File: config.mk
export PLATFORM = sky130hd
export DESIGN_NAME = asr_envelope_generator_top_flat
export DESIGN_NICKNAME = d
export VERILOG_FILES = /design/src/rtl/aeg_pkg.sv /design/src/rtl/aeg_stream_if.sv /design/src/rtl/aeg_div.sv /design/src/rtl/asr_envelope_generator_top.sv /design/src/flat_wrapper.sv
export SDC_FILE = /design/constraint.sdc
export NUM_CORES = 1
export LEC_CHECK = 0
export BUFFER_PORTS_ARGS = -buffer_cell sky130_fd_sc_hd__buf_2
export CORE_UTILIZATION = 40
export CTS_CLUSTER_DIAMETER = 50
export DETAILED_ROUTE_END_ITERATION = 8
export GPL_TIMING_DRIVEN = 0
export PLACE_DENSITY = 0.54
export SETUP_SLACK_MARGIN = 0.3
export SLEW_MARGIN = 20
export SYNTH_ARGS = -nofsm -noshare
export SYNTH_HDL_FRONTEND = slang
export SYNTH_HIERARCHICAL = 1
export SYNTH_SLANG_ARGS = --single-unit
export TNS_END_PERCENT = 1
File: constraint.sdc
create_clock -name clk_i -period 6.8 [get_ports clk_i]
set_input_delay 2.04 -clock clk_i [delete_from_list [all_inputs] [get_ports clk_i]]
set_output_delay 2.04 -clock clk_i [all_outputs]
set_load 0.01 [all_outputs]
File: src/rtl/aeg_pkg.sv
package aeg_pkg;

  localparam int unsigned FIELD_W = 16;
  localparam int unsigned LEVEL_W = 18;
  localparam int unsigned PHASE_W = 3;

  localparam logic MODE_TICK = 1'b0;
  localparam logic MODE_TRIG = 1'b1;

  typedef enum logic [1:0] {
    RUN_IDLE,
    RUN_ACTIVE,
    RUN_DONE
  } run_e;

  typedef enum logic [PHASE_W-1:0] {
    PH_IDLE    = 3'd0,
    PH_ATTACK  = 3'd1,
    PH_SUSTAIN = 3'd2,
    PH_RELEASE = 3'd3,
    PH_FINISH  = 3'd4
  } phase_e;

  typedef enum logic [1:0] {
    ST_IDLE,
    ST_DIV,
    ST_MUL,
    ST_PUSH
  } core_st_e;

endpackage

File: src/rtl/aeg_stream_if.sv
interface aeg_in_if import aeg_pkg::*; ();
  logic                      valid;
  logic                      ready;
  logic                      mode;
  logic [FIELD_W-1:0]        attack_ms;
  logic [FIELD_W-1:0]        sustain_ms;
  logic [FIELD_W-1:0]        release_ms;
  logic [FIELD_W-1:0]        gain;
  logic signed [FIELD_W-1:0] offset;

  modport source (
    output valid, mode, attack_ms, sustain_ms, release_ms, gain, offset,
    input  ready
  );
  modport sink (
    input  valid, mode, attack_ms, sustain_ms, release_ms, gain, offset,
    output ready
  );
endinterface

interface aeg_out_if import aeg_pkg::*; ();
  logic                      valid;
  logic                      ready;
  logic signed [LEVEL_W-1:0] level;
  logic                      level_valid;
  logic [PHASE_W-1:0]        phase;

  modport source (
    output valid, level, level_valid, phase,
    input  ready
  );
  modport sink (
    input  valid, level, level_valid, phase,
    output ready
  );
endinterface

File: src/rtl/aeg_div.sv
module aeg_div import aeg_pkg::*; #(
  parameter int unsigned TIME_BITS = 16,
  parameter int unsigned FRAC_BITS = 15
) (
  input  logic                     clk_i,
  input  logic                     rst_ni,
  input  logic                     start_i,
  input  logic [TIME_BITS+4:0]     num_i,
  input  logic [TIME_BITS+4:0]     den_i,
  output logic                     busy_o,
  output logic [FRAC_BITS-1:0]     quo_o
);

  localparam int unsigned DW = TIME_BITS + 5;
  localparam int unsigned CW = $clog2(FRAC_BITS);

  logic              busy_q, busy_d;
  logic [CW-1:0]     cnt_q, cnt_d;
  logic [DW-1:0]     rem_q;
  logic [DW-1:0]     den_q;
  logic [FRAC_BITS-1:0] quo_q;

  logic [DW:0]       two_rem;
  logic [DW:0]       diff;
  logic              ge;
  logic [DW-1:0]     rem_step;

  // The numerator is always below the divisor, so each step yields one
  // quotient bit and the partial remainder stays below the divisor.
  assign two_rem  = {rem_q, 1'b0};
  assign ge       = (two_rem >= {1'b0, den_q});
  assign diff     = two_rem - {1'b0, den_q};
  assign rem_step = ge ? diff[DW-1:0] : two_rem[DW-1:0];

  always_comb begin
    busy_d = busy_q;
    cnt_d  = cnt_q;
    if (start_i) begin
      busy_d = 1'b1;
      cnt_d  = CW'(FRAC_BITS - 1);
    end else if (busy_q) begin
      cnt_d = cnt_q - 1'b1;
      if (cnt_q == '0) begin
        busy_d = 1'b0;
      end
    end
  end

  always_ff @(posedge clk_i or negedge rst_ni) begin
    if (!rst_ni) begin
      busy_q <= 1'b0;
      cnt_q  <= '0;
    end else begin
      busy_q <= busy_d;
      cnt_q  <= cnt_d;
    end
  end

  always_ff @(posedge clk_i) begin
    if (start_i) begin
      rem_q <= num_i;
      den_q <= den_i;
      quo_q <= '0;
    end else if (busy_q) begin
      rem_q <= rem_step;
      quo_q <= {quo_q[FRAC_BITS-2:0], ge};
    end
  end

  assign busy_o = busy_q;
  assign quo_o  = quo_q;

endmodule

File: src/rtl/asr_envelope_generator_top.sv
// Linear attack-sustain-release envelope generator timed in milliseconds. A request with
// mode 1 loads the attack, sustain and release lengths, gain and bias and restarts time at
// zero; it produces no result and the block is ready again on the next cycle. A request
// with mode 0 is one millisecond tick and produces exactly one result. Ticks while idle or
// done, and the finishing tick that returns the bias alone, skip the arithmetic. A sustain
// tick passes through the bit-serial shift-add multiplier that scales the gain. Attack and
// release ticks pass first through the restoring divider that produces one envelope bit
// per cycle and then through the multiplier. A finished result sits in an output register,
// so the next request is taken while it waits for the consumer.
module asr_envelope_generator_top import aeg_pkg::*; #(
  parameter int unsigned TIME_BITS = 16,
  parameter int unsigned FRAC_BITS = 15
) (
  input  logic      clk_i,
  input  logic      rst_ni,
  aeg_in_if.sink    in_i,
  aeg_out_if.source out_o
);

  localparam int unsigned EW  = TIME_BITS + 2;
  localparam int unsigned AW  = TIME_BITS + 1;
  localparam int unsigned DW  = TIME_BITS + 5;
  localparam int unsigned PW  = FIELD_W + FRAC_BITS + 1;
  localparam int unsigned MCW = $clog2(FRAC_BITS + 1);

  localparam logic [EW-1:0]        ELAPSED_MAX = '1;
  localparam logic [FRAC_BITS:0]   ENV_ONE     = {1'b1, {FRAC_BITS{1'b0}}};

  // Control and envelope state.
  core_st_e                  st_q, st_d;
  run_e                      run_q;
  logic [EW-1:0]             elapsed_q;
  logic [TIME_BITS-1:0]      att_q;
  logic [TIME_BITS-1:0]      rel_q;
  logic [AW-1:0]             as_sum_q;
  logic [EW-1:0]             total_q;
  logic [FIELD_W-1:0]        gain_q;
  logic signed [FIELD_W-1:0] offset_q;
  logic [MCW-1:0]            mcnt_q;
  logic                      out_valid_q, out_valid_d;

  // Datapath registers.
  logic                      is_rel_q;
  logic [PW-1:0]             prod_q;
  logic signed [LEVEL_W-1:0] res_level_q;
  logic                      res_lv_q;
  phase_e                    res_phase_q;
  logic signed [LEVEL_W-1:0] out_level_q;
  logic                      out_lv_q;
  phase_e                    out_phase_q;

  logic                      in_accept;
  logic                      is_trig;
  logic                      active;
  logic                      at_end;
  logic                      in_att;
  logic                      in_sus;
  logic                      need_div;
  logic                      tick_go;
  logic                      out_free;
  logic                      push;
  phase_e                    tick_phase;
  logic [TIME_BITS-1:0]      rel_t;
  logic [DW-1:0]             div_num;
  logic [DW-1:0]             div_den;
  logic                      div_busy;
  logic [FRAC_BITS-1:0]      div_quo;
  logic [FRAC_BITS:0]        env_div;
  logic [FIELD_W:0]          mul_sum;
  logic [PW-1:0]             prod_step;
  logic signed [LEVEL_W-1:0] mul_level;
  logic signed [LEVEL_W-1:0] bias_level;
  logic [AW-1:0]             trig_as_sum;

  assign in_accept = in_i.valid && in_i.ready;
  assign is_trig   = (in_i.mode == MODE_TRIG);
  assign active    = (run_q == RUN_ACTIVE);
  assign at_end    = (elapsed_q >= total_q);
  assign in_att    = (elapsed_q < EW'(att_q));
  assign in_sus    = (elapsed_q < EW'(as_sum_q));
  assign tick_go   = (st_q == ST_IDLE) && in_accept && !is_trig;
  assign need_div  = active && !at_end && (in_att || !in_sus);
  assign out_free  = !out_valid_q || out_o.ready;
  assign push      = (st_q == ST_PUSH) && out_free;

  always_comb begin
    priority if (!active) begin
      tick_phase = PH_IDLE;
    end else if (at_end) begin
      tick_phase = PH_FINISH;
    end else if (in_att) begin
      tick_phase = PH_ATTACK;
    end else if (in_sus) begin
      tick_phase = PH_SUSTAIN;
    end else begin
      tick_phase = PH_RELEASE;
    end
  end

  // Release divides 20*t by 21*r, which is t over 1.05 times the release length.
  assign rel_t   = TIME_BITS'(elapsed_q - EW'(as_sum_q));
  assign div_num = in_att ? DW'(elapsed_q)
                          : (DW'(rel_t) << 4) + (DW'(rel_t) << 2);
  assign div_den = in_att ? DW'(att_q)
                          : (DW'(rel_q) << 4) + (DW'(rel_q) << 2) + DW'(rel_q);

  aeg_div #(
    .TIME_BITS (TIME_BITS),
    .FRAC_BITS (FRAC_BITS)
  ) u_div (
    .clk_i   (clk_i),
    .rst_ni  (rst_ni),
    .start_i (tick_go && need_div),
    .num_i   (div_num),
    .den_i   (div_den),
    .busy_o  (div_busy),
    .quo_o   (div_quo)
  );

  assign env_div = is_rel_q ? (ENV_ONE - {1'b0, div_quo}) : {1'b0, div_quo};

  // Shift-add multiply: the envelope sits in the low bits and is consumed one
  // bit per cycle while the gain is added into the upper half.
  assign mul_sum   = {1'b0, prod_q[PW-1:FRAC_BITS+1]}
                   + {1'b0, (prod_q[0] ? gain_q : FIELD_W'(0))};
  assign prod_step = {mul_sum, prod_q[FRAC_BITS:1]};

  assign bias_level = {{(LEVEL_W-FIELD_W){offset_q[FIELD_W-1]}}, offset_q};
  assign mul_level  = bias_level
                    + $signed({2'b00, prod_step[FRAC_BITS+FIELD_W-1:FRAC_BITS]});

  assign trig_as_sum = AW'(TIME_BITS'(in_i.attack_ms)) + AW'(TIME_BITS'(in_i.sustain_ms));

  // Next-state logic.
  always_comb begin
    st_d = st_q;
    unique case (st_q)
      ST_IDLE: begin
        if (in_accept && !is_trig) begin
          if (!active || at_end) begin
            st_d = ST_PUSH;
          end else if (need_div) begin
            st_d = ST_DIV;
          end else begin
            st_d = ST_MUL;
          end
        end
      end
      ST_DIV: begin
        if (!div_busy) begin
          st_d = ST_MUL;
        end
      end
      ST_MUL: begin
        if (mcnt_q == '0) begin
          st_d = ST_PUSH;
        end
      end
      ST_PUSH: begin
        if (out_free) begin
          st_d = ST_IDLE;
        end
      end
      default: st_d = ST_IDLE;
    endcase
  end

  // Input ready and output-side control.
  always_comb begin
    in_i.ready  = (st_q == ST_IDLE);
    out_valid_d = push || (out_valid_q && !out_o.ready);
  end

  always_ff @(posedge clk_i or negedge rst_ni) begin
    if (!rst_ni) begin
      st_q        <= ST_IDLE;
      run_q       <= RUN_IDLE;
      elapsed_q   <= '0;
      att_q       <= '0;
      rel_q       <= '0;
      as_sum_q    <= '0;
      total_q     <= '0;
      gain_q      <= '0;
      offset_q    <= '0;
      mcnt_q      <= '0;
      out_valid_q <= 1'b0;
    end else begin
      st_q        <= st_d;
      out_valid_q <= out_valid_d;
      if ((st_q == ST_IDLE) && in_accept) begin
        if (is_trig) begin
          att_q     <= TIME_BITS'(in_i.attack_ms);
          rel_q     <= TIME_BITS'(in_i.release_ms);
          as_sum_q  <= trig_as_sum;
          total_q   <= EW'(trig_as_sum) + EW'(TIME_BITS'(in_i.release_ms));
          gain_q    <= in_i.gain;
          offset_q  <= in_i.offset;
          elapsed_q <= '0;
          run_q     <= RUN_ACTIVE;
        end else if (active) begin
          if (at_end) begin
            run_q <= RUN_DONE;
          end else if (elapsed_q != ELAPSED_MAX) begin
            elapsed_q <= elapsed_q + 1'b1;
          end
        end
      end
      if (tick_go || ((st_q == ST_DIV) && !div_busy)) begin
        mcnt_q <= MCW'(FRAC_BITS);
      end else if (st_q == ST_MUL) begin
        mcnt_q <= mcnt_q - 1'b1;
      end
    end
  end

  always_ff @(posedge clk_i) begin
    if (tick_go) begin
      res_phase_q <= tick_phase;
      res_lv_q    <= active;
      res_level_q <= (active && at_end) ? bias_level : '0;
      is_rel_q    <= !in_att;
      prod_q      <= {FIELD_W'(0), ENV_ONE};
    end else if ((st_q == ST_DIV) && !div_busy) begin
      prod_q <= {FIELD_W'(0), env_div};
    end else if (st_q == ST_MUL) begin
      prod_q <= prod_step;
      if (mcnt_q == '0) begin
        res_level_q <= mul_level;
      end
    end
    if (push) begin
      out_level_q <= res_level_q;
      out_lv_q    <= res_lv_q;
      out_phase_q <= res_phase_q;
    end
  end

  assign out_o.valid       = out_valid_q;
  assign out_o.level       = out_level_q;
  assign out_o.level_valid = out_lv_q;
  assign out_o.phase       = out_phase_q;

endmodule

File: src/flat_wrapper.sv
// flat-port wrapper written by rule: the top's interface ports become plain ports
module asr_envelope_generator_top_flat import aeg_pkg::*;
#(
  parameter int unsigned TIME_BITS = 16,
  parameter int unsigned FRAC_BITS = 15
)
  (clk_i, rst_ni, in_i_valid, in_i_mode, in_i_attack_ms, in_i_sustain_ms, in_i_release_ms, in_i_gain, in_i_offset, in_i_ready, out_o_valid, out_o_level, out_o_level_valid, out_o_phase, out_o_ready);
  aeg_in_if in_i_i ();
  aeg_out_if out_o_i ();
  input  logic clk_i;
  input  logic rst_ni;
  input wire logic [$bits(in_i_i.valid)-1:0] in_i_valid;
  input wire logic [$bits(in_i_i.mode)-1:0] in_i_mode;
  input wire logic [$bits(in_i_i.attack_ms)-1:0] in_i_attack_ms;
  input wire logic [$bits(in_i_i.sustain_ms)-1:0] in_i_sustain_ms;
  input wire logic [$bits(in_i_i.release_ms)-1:0] in_i_release_ms;
  input wire logic [$bits(in_i_i.gain)-1:0] in_i_gain;
  input wire logic [$bits(in_i_i.offset)-1:0] in_i_offset;
  output wire logic [$bits(in_i_i.ready)-1:0] in_i_ready;
  output wire logic [$bits(out_o_i.valid)-1:0] out_o_valid;
  output wire logic [$bits(out_o_i.level)-1:0] out_o_level;
  output wire logic [$bits(out_o_i.level_valid)-1:0] out_o_level_valid;
  output wire logic [$bits(out_o_i.phase)-1:0] out_o_phase;
  input wire logic [$bits(out_o_i.ready)-1:0] out_o_ready;
  assign in_i_i.valid = in_i_valid;
  assign in_i_i.mode = in_i_mode;
  assign in_i_i.attack_ms = in_i_attack_ms;
  assign in_i_i.sustain_ms = in_i_sustain_ms;
  assign in_i_i.release_ms = in_i_release_ms;
  assign in_i_i.gain = in_i_gain;
  assign in_i_i.offset = in_i_offset;
  assign in_i_ready = in_i_i.ready;
  assign out_o_valid = out_o_i.valid;
  assign out_o_level = out_o_i.level;
  assign out_o_level_valid = out_o_i.level_valid;
  assign out_o_phase = out_o_i.phase;
  assign out_o_i.ready = out_o_ready;
  asr_envelope_generator_top #(.TIME_BITS(TIME_BITS), .FRAC_BITS(FRAC_BITS)) u_core (.clk_i(clk_i), .rst_ni(rst_ni), .in_i(in_i_i), .out_o(out_o_i));
endmodule
### After elaboration in Yosys (flattened, before gate mapping)

Cells that the tools add are included.

| storage, ports and cells | value |
|---|---|
| output and inout bits | 24 |
| flip-flop bits (word level) | 265 |
| bits of input ports | 85 |
| memories | 0 |
| memory bits (writable) | 0 |
| ROM bits | 0 |
| latch bits | 0 |
| logic and storage cells | 138 |

| operators by class | value |
|---|---|
| bitwise gates (word level) | 1 |
| $lt $le $gt $ge | 4 |
| $mul | 0 |
| shifts and indexed selects | 0 |
| div/mod/pow operators | 0 |
| reductions and logical operators | 43 |
| equality and inequality tests | 11 |
| muxes and demuxes | 38 |
| $add $sub $neg | 13 |

Operators by type and width:

| kind | number |
|---|---|
| $mux W18 | 9 |
| $mux W21 | 4 |
| $mux W16 | 5 |
| $add A20 B18 Y21 | 2 |
| $add A16 B16 Y17 | 2 |
| $ge A22 B21 Y1 | 1 |
| $add A21 B16 Y21 | 1 |
| $sub A21 B21 Y21 | 1 |
| $mux W2 | 10 |
| $add A16 B17 Y18 | 1 |
| $add A17 B16 Y18 | 1 |
| $add A18 B1 Y18 const B | 1 |
| $ge A18 B18 Y1 | 1 |
| $lt A18 B16 Y1 | 1 |
| $lt A18 B17 Y1 | 1 |
| $ne A18 B18 Y1 const B | 1 |
| $mux W4 | 4 |
| $reduce_bool A2 Y1 | 8 |
| $sub A16 B15 Y16 const A | 1 |
| $sub A16 B16 Y16 | 1 |
| $logic_and A1 B1 Y1 | 11 |
| $logic_not A1 Y1 | 8 |
| $logic_not A4 Y1 | 2 |
| $ne A2 B2 Y1 const B | 4 |
| 15 further kinds | 29 |

### Depth between registers and ports, before layout

Gate-level depths: netlist of run 1.

| logic depth | value |
|---|---|
| depth after elaboration | 8 |
| mapped depth | 21 |
| depth with buffers taken out | 21 |

### Hierarchy

Netlist of run 1, hierarchy kept.

By module, submodules not included:

| module | instances | area each (sq um) | cells each |
|---|---|---|---|
| asr_envelope_generator_top | 1 | 14,727.9 | 1,685 |
| aeg_div | 1 | 3,619.7 | 355 |

### Worst setup path after synthesis of run 1

OpenSTA, ideal clock, no wires.

| path | value |
|---|---|
| kind | input -> register |
| start point | input in_i_valid |
| end point | register u_core.u_div.rem_q[0], enable pin |
| stages on the path | 7 |
| arrival | 5,157 ps |
| required time | 6,451 ps |
| slack | 1,294 ps |
| buffers on the path | 3 |
| path through | nand2_1 -> or2_2 -> clkbuf_1 -> nor3_1 -> clkbuf_1 -> clkbuf_1 -> or2_2 |

| between the ends | value |
|---|---|
| word-level cells in the longest chain between the ends | 5 |

RTL lines:

| item | RTL line | source |
|---|---|---|
| from (decl) | flat_wrapper.sv:12 | `input wire logic [$bits(in_i_i.valid)-1:0] in_i_valid;` |
| $logic_and A1 B1 Y1 | asr_envelope_generator_top.sv:75 | `assign in_accept = in_i.valid && in_i.ready;` |
| $logic_and A1 B1 Y1 (2 in series) | asr_envelope_generator_top.sv:81 | `assign tick_go = (st_q == ST_IDLE) && in_accept && !is_trig;` |
| $logic_and A1 B1 Y1 | asr_envelope_generator_top.sv:113 | `.start_i (tick_go && need_div),` |
| $reduce_bool A2 Y1 (no line) | -- |  |
| to (signal assigned) | aeg_div.sv:61 | `rem_q <= num_i;` |
| to (signal assigned) | aeg_div.sv:65 | `rem_q <= rem_step;` |
| to (decl) | aeg_div.sv:19 | `logic [DW-1:0] rem_q;` |

No other way between the ends.
A chain may end at the register's enable or synchronous reset.

### Worst setup path in the final report of run 1

| path | value |
|---|---|
| start point | input in_i_attack_ms[0] |
| end point | register u_core.total_q[15] |

| between the ends | value |
|---|---|
| word-level cells in the longest chain between the ends | 2 |

RTL lines:

| item | RTL line | source |
|---|---|---|
| from (decl) | flat_wrapper.sv:14 | `input wire logic [$bits(in_i_i.attack_ms)-1:0] in_i_attack_ms;` |
| $add A16 B16 Y17 | asr_envelope_generator_top.sv:132 | `assign trig_as_sum = AW'(TIME_BITS'(in_i.attack_ms)) + AW'(TIME_BITS'(in_i.sustain_ms));` |
| net u_core.trig_as_sum[8] | asr_envelope_generator_top.sv:73 | `logic [AW-1:0] trig_as_sum;` |
| $add A17 B16 Y18 | asr_envelope_generator_top.sv:195 | `total_q <= EW'(trig_as_sum) + EW'(TIME_BITS'(in_i.release_ms));` |
| to (signal assigned) | asr_envelope_generator_top.sv:195 |  |
| to (decl) | asr_envelope_generator_top.sv:36 | `logic [EW-1:0] total_q;` |

The timed path passes the listed nets, and every way through them passes these cells.

==> impl_metrics.py, run 1 <==
metrics = {
    "sta": {
        "tightest_slew_ns": 1.02,
        "finalCritPeriodShare": 0.772,
        "setup-tns-final_ns": 0,
        "worst_slack_ns": 1.55,
        "setup_viol_count_final": 0,
        "fmaxAchievable_mhz": 190,
        "hold_viol_final": 0,
        "finalMaxSlewViolations": 0,
        "finClkSkew_ns": 0.0237,
        "rsz0062_at_grt": "no",
        "fin_crit_ns": 5.25,
        "relSlewSlack": 0.323,
    },
    "setup_path": {
        "reg2reg_to": "u_core/u_div/rem_q[20]",
        "rr_startpoint": "u_core/elapsed_q[0]",
        "endpoint_kind": "flip-flop",
        "reg2regPathDepth": 19,
        "worst-path-max-fanout": 4,
        "r2r_slack_ns": 1.88,
        "critPathArrivalTime_ns": 5.66,
        "cp-start-kind": "input pin",
        "path_class": "in -> reg",
        "cp.required_ns": 7.21,
    },
    "final_layout": {
        "num_antenna_cells": 0,
        "multi_input_area_mm2": 0.0108,
        "n_fill_cell": 4478,
        "syn_to_final_growth_pct": 13.9,
        "fin_nets": 2474,
        "drive_gt1_frac": 0.110,
        "final_util": 0.462,
        "final_cells": 2818,
        "regArea_mm2": 0.00683,
    },
    "logic_synthesis": {
        "synth-warning-count": 6,
        "synth_area_per_cell_um2": 8.99,
        "synth_top_area_frac": 0.179,
        "ys_top_cells_by_area": "dfrtp_1 18%, edfxtp_1 14%, ha_1 12%",
        "ys_seq_area_frac": 0.372,
        "syn-instance-count": 2040,
        "yosysUniqueCellTypes": 82,
        "ys_seq_elements": 265,
        "syn_nets": 2324,
        "synthFlopType": "dfrtp_1",
        "synth-edff-count": 87,
        "synthArstFlopShare": 0.494,
        "synth_area_mm2": 0.0183,
        "yosys.area.top_type": "dfrtp_1",
    },
    "route": {
        "first_pass_iters": 5,
        "vias_per_cell": 5.35,
        "drc": 0,
        "post_drt_wl_per_cell_um": 18.1,
        "drtIter0Drc": 941,
        "wl_mm": 51.1,
        "drtAntennaViolNets": 0,
        "vias": 15100,
    },
    "pwr": {
        "internal_power_uw": 6100,
        "power_density_mw_per_mm2": 521,
        "p_sw_uw": 4800,
        "power_frac_comb": 0.566,
        "total_power_uw": 10900,
        "p_leak_uw": 0.00965,
        "seq_power_share": 0.263,
        "ir_drop_v": 0.000282,
        "netSwitchingFraction": 0.440,
        "clkPwrFrac": 0.171,
    },
    "global_route": {
        "grt_pass1_wl_mm": 80.2,
        "track_usage": 0.219,
        "first_global_vias": 14700,
        "overflow": 0,
        "antenna_found_initial": 0,
        "grt_max_degree": 91,
    },
    "clock_tree": {
        "cts_root_buf": "clkbuf_16",
        "htreeDepth": 2,
        "cts_setup_buffers": 0,
        "cts-buffers-inserted": 36,
        "cts_tree": "done",
        "clkSinkCount": 265,
        "cts.hold.buffers_added": 0,
        "clkLatencyLatePin_ns": 0.55,
        "clkSlewWorstSetupHoldPaths_ns": 0.05,
        "cts_max_path_buffers": 3,
        "ctsResizeCount": 0,
    },
    "job": {
        "maxCapViolCount": 0,
    },
    "min_path": {
        "hp-start": "u_core/res_level_q[3]",
        "hold_end": "u_core/out_o.level[3]",
        "worstHoldPathCells": 0,
        "hp-class": "reg -> reg",
    },
    "placement": {
        "placed_cells": 2752,
        "place_ws_ns": 1.01,
        "dp_hpwl_mm": 40.5,
        "port_buffers": 108,
        "routabilityCongestion": 0.909,
    },
    "floorplanning": {
        "die_area_mm2": 0.0467,
        "start_util": 0.405,
        "die_w_um": 216,
        "ios": 109,
        "core.rowCount": 78,
        "die_h_um": 216,
        "coreArea_mm2": 0.0453,
    },
    "run_status": {
        "status": "complete, no violations",
    },
}
-- sequential cells by signal (all words and copies together) (netlist names), 2 cells and up --
signal and cells:
u_core/as_sum_q 17, u_core/st_q 2, u_core/mcnt_q 4, u_core/res_level_q 18, u_core/offset_q 16, u_core/run_q 2, u_core/gain_q 16, u_core/u_div/cnt_q 4
u_core/elapsed_q 18, u_core/u_div/rem_q 21, u_core/out_o.level 18, u_core/att_q 16, u_core/res_phase_q 3, u_core/u_div/quo_o 15, u_core/u_div/den_q 21, u_core/rel_q 16
u_core/total_q 18, u_core/prod_q 32, u_core/out_o.phase 3
-- cells in the final DEF (no fill, tap or decap), types with 60 or more instances in the layout --
cell and count:
a21oi_1 120, buf_2 116, clkbuf_1 60, dfrtp_1 131, edfxtp_1 87, ha_1 179
inv_1 131, nand2_1 313, nor2_1 143, o21ai_0 156, xnor2_1 65
-- power groups by stage --
stage / clock network [uW] / registers [uW] / logic, uW
floorplan: 0 / 2740 / 4750
global placement: 0 / 2890 / 6000
detailed placement: 0 / 2910 / 6120
CTS: 1910 / 2880 / 6160
global route: 1970 / 2950 / 6940
finish: 1860 / 2870 / 6160
-- cell type report --
| cell class | count | share of cell area |
|---|---|---|
| tap | 600 | 0.0359 |
| clock buffer | 46 | 0.0459 |
| sequential | 265 | 0.327 |
| inverter | 133 | 0.0239 |
| clock inverter | 20 | 0.0105 |
| timing repair buffer | 112 | 0.0289 |
| multi-input combinational | 1575 | 0.515 |
| buffer | 67 | 0.0130 |
-- worst max-delay path by stage --
stage / endpoint / cells past startpoint / slack (ns) / from
detailed placement: u_core/total_q[15] / 18 / 1.01 / in_i_attack_ms[0]
global route: u_core/total_q[16] / 17 / 1.27 / in_i_attack_ms[1]
finish: u_core/total_q[15] / 18 / 1.55 / in_i_attack_ms[0]
CTS: u_core/total_q[15] / 18 / 1.59 / in_i_attack_ms[0]
global placement: u_core/u_div/rem_q[6] / 8 / -0.31 / in_i_valid
floorplan: u_core/u_div/rem_q[0] / 7 / 1.29 / in_i_valid
-- layer usage --
| layer | track usage | wire length [um] |
|---|---|---|
| met1 | 0.309 | 24800 |
| met2 | 0.340 | 22300 |
| met3 | 0.0285 | 2150 |
| met4 | 0.0878 | 1900 |
| met5 | 0 | 0 |
-- cells in the mapped netlist (9+ instances only) --
master,instances
nand2_1,313
ha_1,179
o21ai_0,156
nor2_1,143
dfrtp_1,131
inv_1,131
a21oi_1,120
edfxtp_1,87
xnor2_1,65
a21o_1,59
clkbuf_1,52
xor2_1,49
mux2i_1,48
dfxtp_1,47
nand3_1,32
nor3_1,29
a211oi_1,26
mux2_2,26
nand2b_1,25
a31oi_1,22
o21a_1,21
and2_1,20
fa_1,20
or3_1,20
nand4_1,19
nor2b_1,19
o31ai_1,17
or2_2,16
o21bai_1,15
and3_1,13
buf_2,9
-- kinds of logic (layout without fill, tap and decap cells) --
family | Yosys count | in the layout | synth area share
compound gates | 510 | 510 | 0.177
xor+xnor | 114 | 114 | 0.0544
fa+ha+maj | 199 | 199 | 0.144
buf+inv | 200 | 378 | 0.0420
flops | 265 | 265 | 0.372
mux | 74 | 74 | 0.0421
simple gates | 678 | 678 | 0.168
-- worst max-delay path, stage by stage --
cell	delay (ns)
buf_2	0.11
ha_1	0.21
inv_1	0.08
fa_1	0.21
nor2b_1	0.08
o31a_1	0.27
o21ai_0	0.16
nand2b_1	0.13
a21o_1	0.19
a21o_1	0.18
xor2_1	0.37
ha_1	0.25
nand3_1	0.10
or3_1	0.44
a31oi_1	0.36
nor4_1	0.11
a311oi_1	0.27
o21ai_0	0.11
-- metrics by stage --
stage / hold WS [ns] / area, um^2
3_5_place_dp: 0.405 / 19700
3_3_place_gp: 0.405 / 19600
6_report: 0.416 / 20900
5_1_grt: 0.420 / 20900
2_1_floorplan: 0.400 / 18300
4_1_cts: 0.417 / 20900
No activity file was read; power rests on OpenSTA's default activity.
==> run 2, diff against run 1 <==
- clock period: 6.8 -> 5.26 ns (I/O delays scaled with it)
==> run 2 against run 1 <==
  * Clock power rose by 44%
  * Design area rose by 0.87%
  * Non-clock buffer count shrank 1
  * Final cell count barely moved
  * Via count up 0.39%
  * Setup slack worse by 1.1 ns
  * Critical endpoint unchanged
==> impl_metrics.py, run 2 (synthesis results as in run 1) <==
metrics = {
    "run_status": {
        "status": "complete, no violations",
    },
    "pwr": {
        "ir_drop_v": 0.000318,
        "seq_power_share": 0.257,
        "power_density_mw_per_mm2": 685,
        "internal_power_uw": 8160,
        "netSwitchingFraction": 0.435,
        "power_frac_comb": 0.558,
        "p_leak_uw": 0.00972,
        "clkPwrFrac": 0.185,
        "p_sw_uw": 6290,
    },
    "final_layout": {
        "regMostFlops": "u_core/prod_q",
        "regArea_mm2": 0.00683,
        "largest_register_ffs": 32,
        "n_fill_cell": 4485,
        "fin_nets": 2474,
        "multi_input_area_mm2": 0.0108,
        "final_util": 0.466,
        "reg_top3": "u_core/prod_q x32, u_core/u_div/den_q x21, u_core/u_div/rem_q x21",
        "num_antenna_cells": 0,
        "syn_to_final_growth_pct": 14.9,
        "final_common_cell": "nand2_1",
        "drive_gt1_frac": 0.114,
        "final_cell_mix": "313 x nand2_1, 179 x ha_1, 155 x o21ai_0",
        "design_area_mm2": 0.0211,
    },
    "sta": {
        "fin_crit_ns": 4.78,
        "setup_viol_count_final": 0,
        "setup-tns-final_ns": 0,
        "hold_ws_ns": 0.417,
        "rsz0062_at_grt": "yes",
        "finalMaxSlewViolations": 0,
        "finClkSkew_ns": 0.0351,
        "finalCritPeriodShare": 0.908,
        "hold_viol_final": 0,
        "relSlewSlack": 0.326,
        "tightest_slew_ns": 1.01,
        "fmaxAchievable_mhz": 209,
    },
    "placement": {
        "dp_hpwl_mm": 41.0,
        "routabilityCongestion": 0.900,
        "port_buffers": 108,
        "placed_area_mm2": 0.0197,
    },
    "floorplanning": {
        "coreArea_mm2": 0.0453,
        "die_w_um": 216,
        "start_util": 0.405,
        "ios": 109,
        "die_area_mm2": 0.0467,
        "die_h_um": 216,
        "core.rowCount": 78,
    },
    "setup_path": {
        "r2r_slack_ns": 0.54,
        "worst-path-buf-inv": 2,
        "crit_chain": "buf_2 > ha_1 > inv_1 > fa_1 > nor2b_1 > o31a_1 > o21ai_0 > nand2b_1 > a21o_1 > a21o_1 > xor2_1 > ha_1 > nand3_1 > or3_1 > a31oi_1 > nor4_1 > a311oi_1 > o21ai_0",
        "max_stage_delay_ns": 0.44,
        "path_class": "in -> reg",
        "endpoint_kind": "flip-flop",
        "worst-path-max-fanout": 4,
        "cp.required_ns": 5.69,
        "reg2reg_to": "u_core/u_div/rem_q[18]",
        "critPathArrivalTime_ns": 5.21,
        "critPathTopFamily": "compound AO/OA/AOI/OAI gates",
        "reg2regPathDepth": 20,
        "cp-start-kind": "input pin",
        "slowest_stage": "or3_1",
        "rr_startpoint": "u_core/elapsed_q[0]",
    },
    "global_route": {
        "grt_max_degree": 84,
        "antenna_found_initial": 1,
        "track_usage": 0.222,
        "grt_pass1_wl_mm": 81.0,
        "overflow": 0,
        "first_global_vias": 14500,
    },
    "route": {
        "vias": 15100,
        "dr_wl_met2_mm": 23.2,
        "route.met3.wl_mm": 2.03,
        "post_drt_wl_per_cell_um": 18.4,
        "first_pass_iters": 5,
        "top_layer": "met4",
        "met1_length_mm": 25.1,
        "vias_per_cell": 5.37,
        "drtIter0Drc": 758,
        "drtAntennaViolNets": 0,
        "drc": 0,
        "wl_mm": 51.9,
    },
    "clock_tree": {
        "clkSlewWorstSetupHoldPaths_ns": 0.06,
        "cts_max_path_buffers": 3,
        "cts.hold.buffers_added": 0,
        "clkSinkCount": 265,
        "cts_root_buf": "clkbuf_16",
        "cts_setup_buffers": 0,
        "clkLatencyLatePin_ns": 0.56,
        "cts_tree": "done",
        "cts-buffers-inserted": 37,
        "ctsResizeCount": 0,
        "htreeDepth": 2,
    },
    "min_path": {
        "hp-start": "u_core/res_level_q[4]",
        "worstHoldPathCells": 0,
        "hold_end": "u_core/out_o.level[4]",
        "hp-class": "reg -> reg",
    },
    "job": {
        "maxCapViolCount": 0,
    },
}
==> run 2: cell types whose count changed in the layout (fill, tap and decap cells not counted), moves of 2 or more <==
cell,before,now
bufinv_16,2,6
clkinv_1,3,0
clkbuf_16,36,38
clkinv_2,0,3
buf_4,2,0
buf_8,1,3
clkinvlp_4,1,4
inv_8,0,2
clkinv_4,6,1
clkbuf_1,60,57
==> run 2: worst reg2reg max path: stages (launching register included) <==
cell      delay [ns]
dfrtp_1         0.48
inv_1           0.18
ha_1            0.19
inv_1           0.06
fa_1            0.40
a21o_1          0.19
a21oi_2         0.19
o21ai_0         0.20
a21oi_1         0.24
o21ai_0         0.15
o21a_1          0.19
nor2_1          0.11
xnor2_1         0.20
ha_1            0.34
nor2b_1         0.15
o21ai_0         0.27
o311ai_2        0.18
a31oi_1         0.24
xor2_1          0.17
nor2_1          0.05
mux2_2          0.26
==> run 2: metrics by stage <==
step	worst slack, ns	total power (uW)	cells
floorplan	0.654	9670	2040
global placement	-0.443	11500	2748
detailed placement	-0.0524	11700	2751
CTS	0.311	14500	2819
global route	0.263	15700	2819
finish	0.482	14400	2819
==> run 2: cell type report <==
cell class,count,share of cell area
well taps,600,0.0356
inverters,133,0.0237
multi-input cells,1575,0.512
plain buffers,67,0.0129
clock buffers,46,0.0475
clock inverters,22,0.0157
flip-flops and latches,265,0.324
repair buffers,111,0.0288
==> run 2: power groups by stage <==
stage                     Sequential, uW  Combinational [uW]  Clock (uW)
after detailed placement            3760                7940           0
after floorplan                     3540                6140           0
after CTS                           3730                8000        2730
after global routing                3830                9060        2820
final                               3720                8060        2670
after global placement              3740                7770           0
==> run 2: per-layer routing <==
metal / track usage / vias up
met4: 0.0739 / 0
met2: 0.348 / 312
met5: 0 / -
li1: - / 7519
met3: 0.0317 / 83
met1: 0.314 / 7222
==> run 2: worst max-delay path by stage <==
| stage | startpoint | end | slack (ns) | cells after the start |
|---|---|---|---|---|
| 2_1_floorplan | in_i_attack_ms[0] | u_core/total_q[15] | 0.65 | 17 |
| 3_3_place_gp | u_core/elapsed_q[11] | u_core/u_div/rem_q[5] | -0.44 | 11 |
| 3_5_place_dp | in_i_attack_ms[0] | u_core/total_q[15] | -0.05 | 18 |
| 4_1_cts | u_core/elapsed_q[0] | u_core/u_div/rem_q[20] | 0.31 | 19 |
| 5_1_grt | u_core/elapsed_q[0] | u_core/u_div/rem_q[18] | 0.26 | 20 |
| 6_report | in_i_attack_ms[0] | u_core/total_q[15] | 0.48 | 18 |
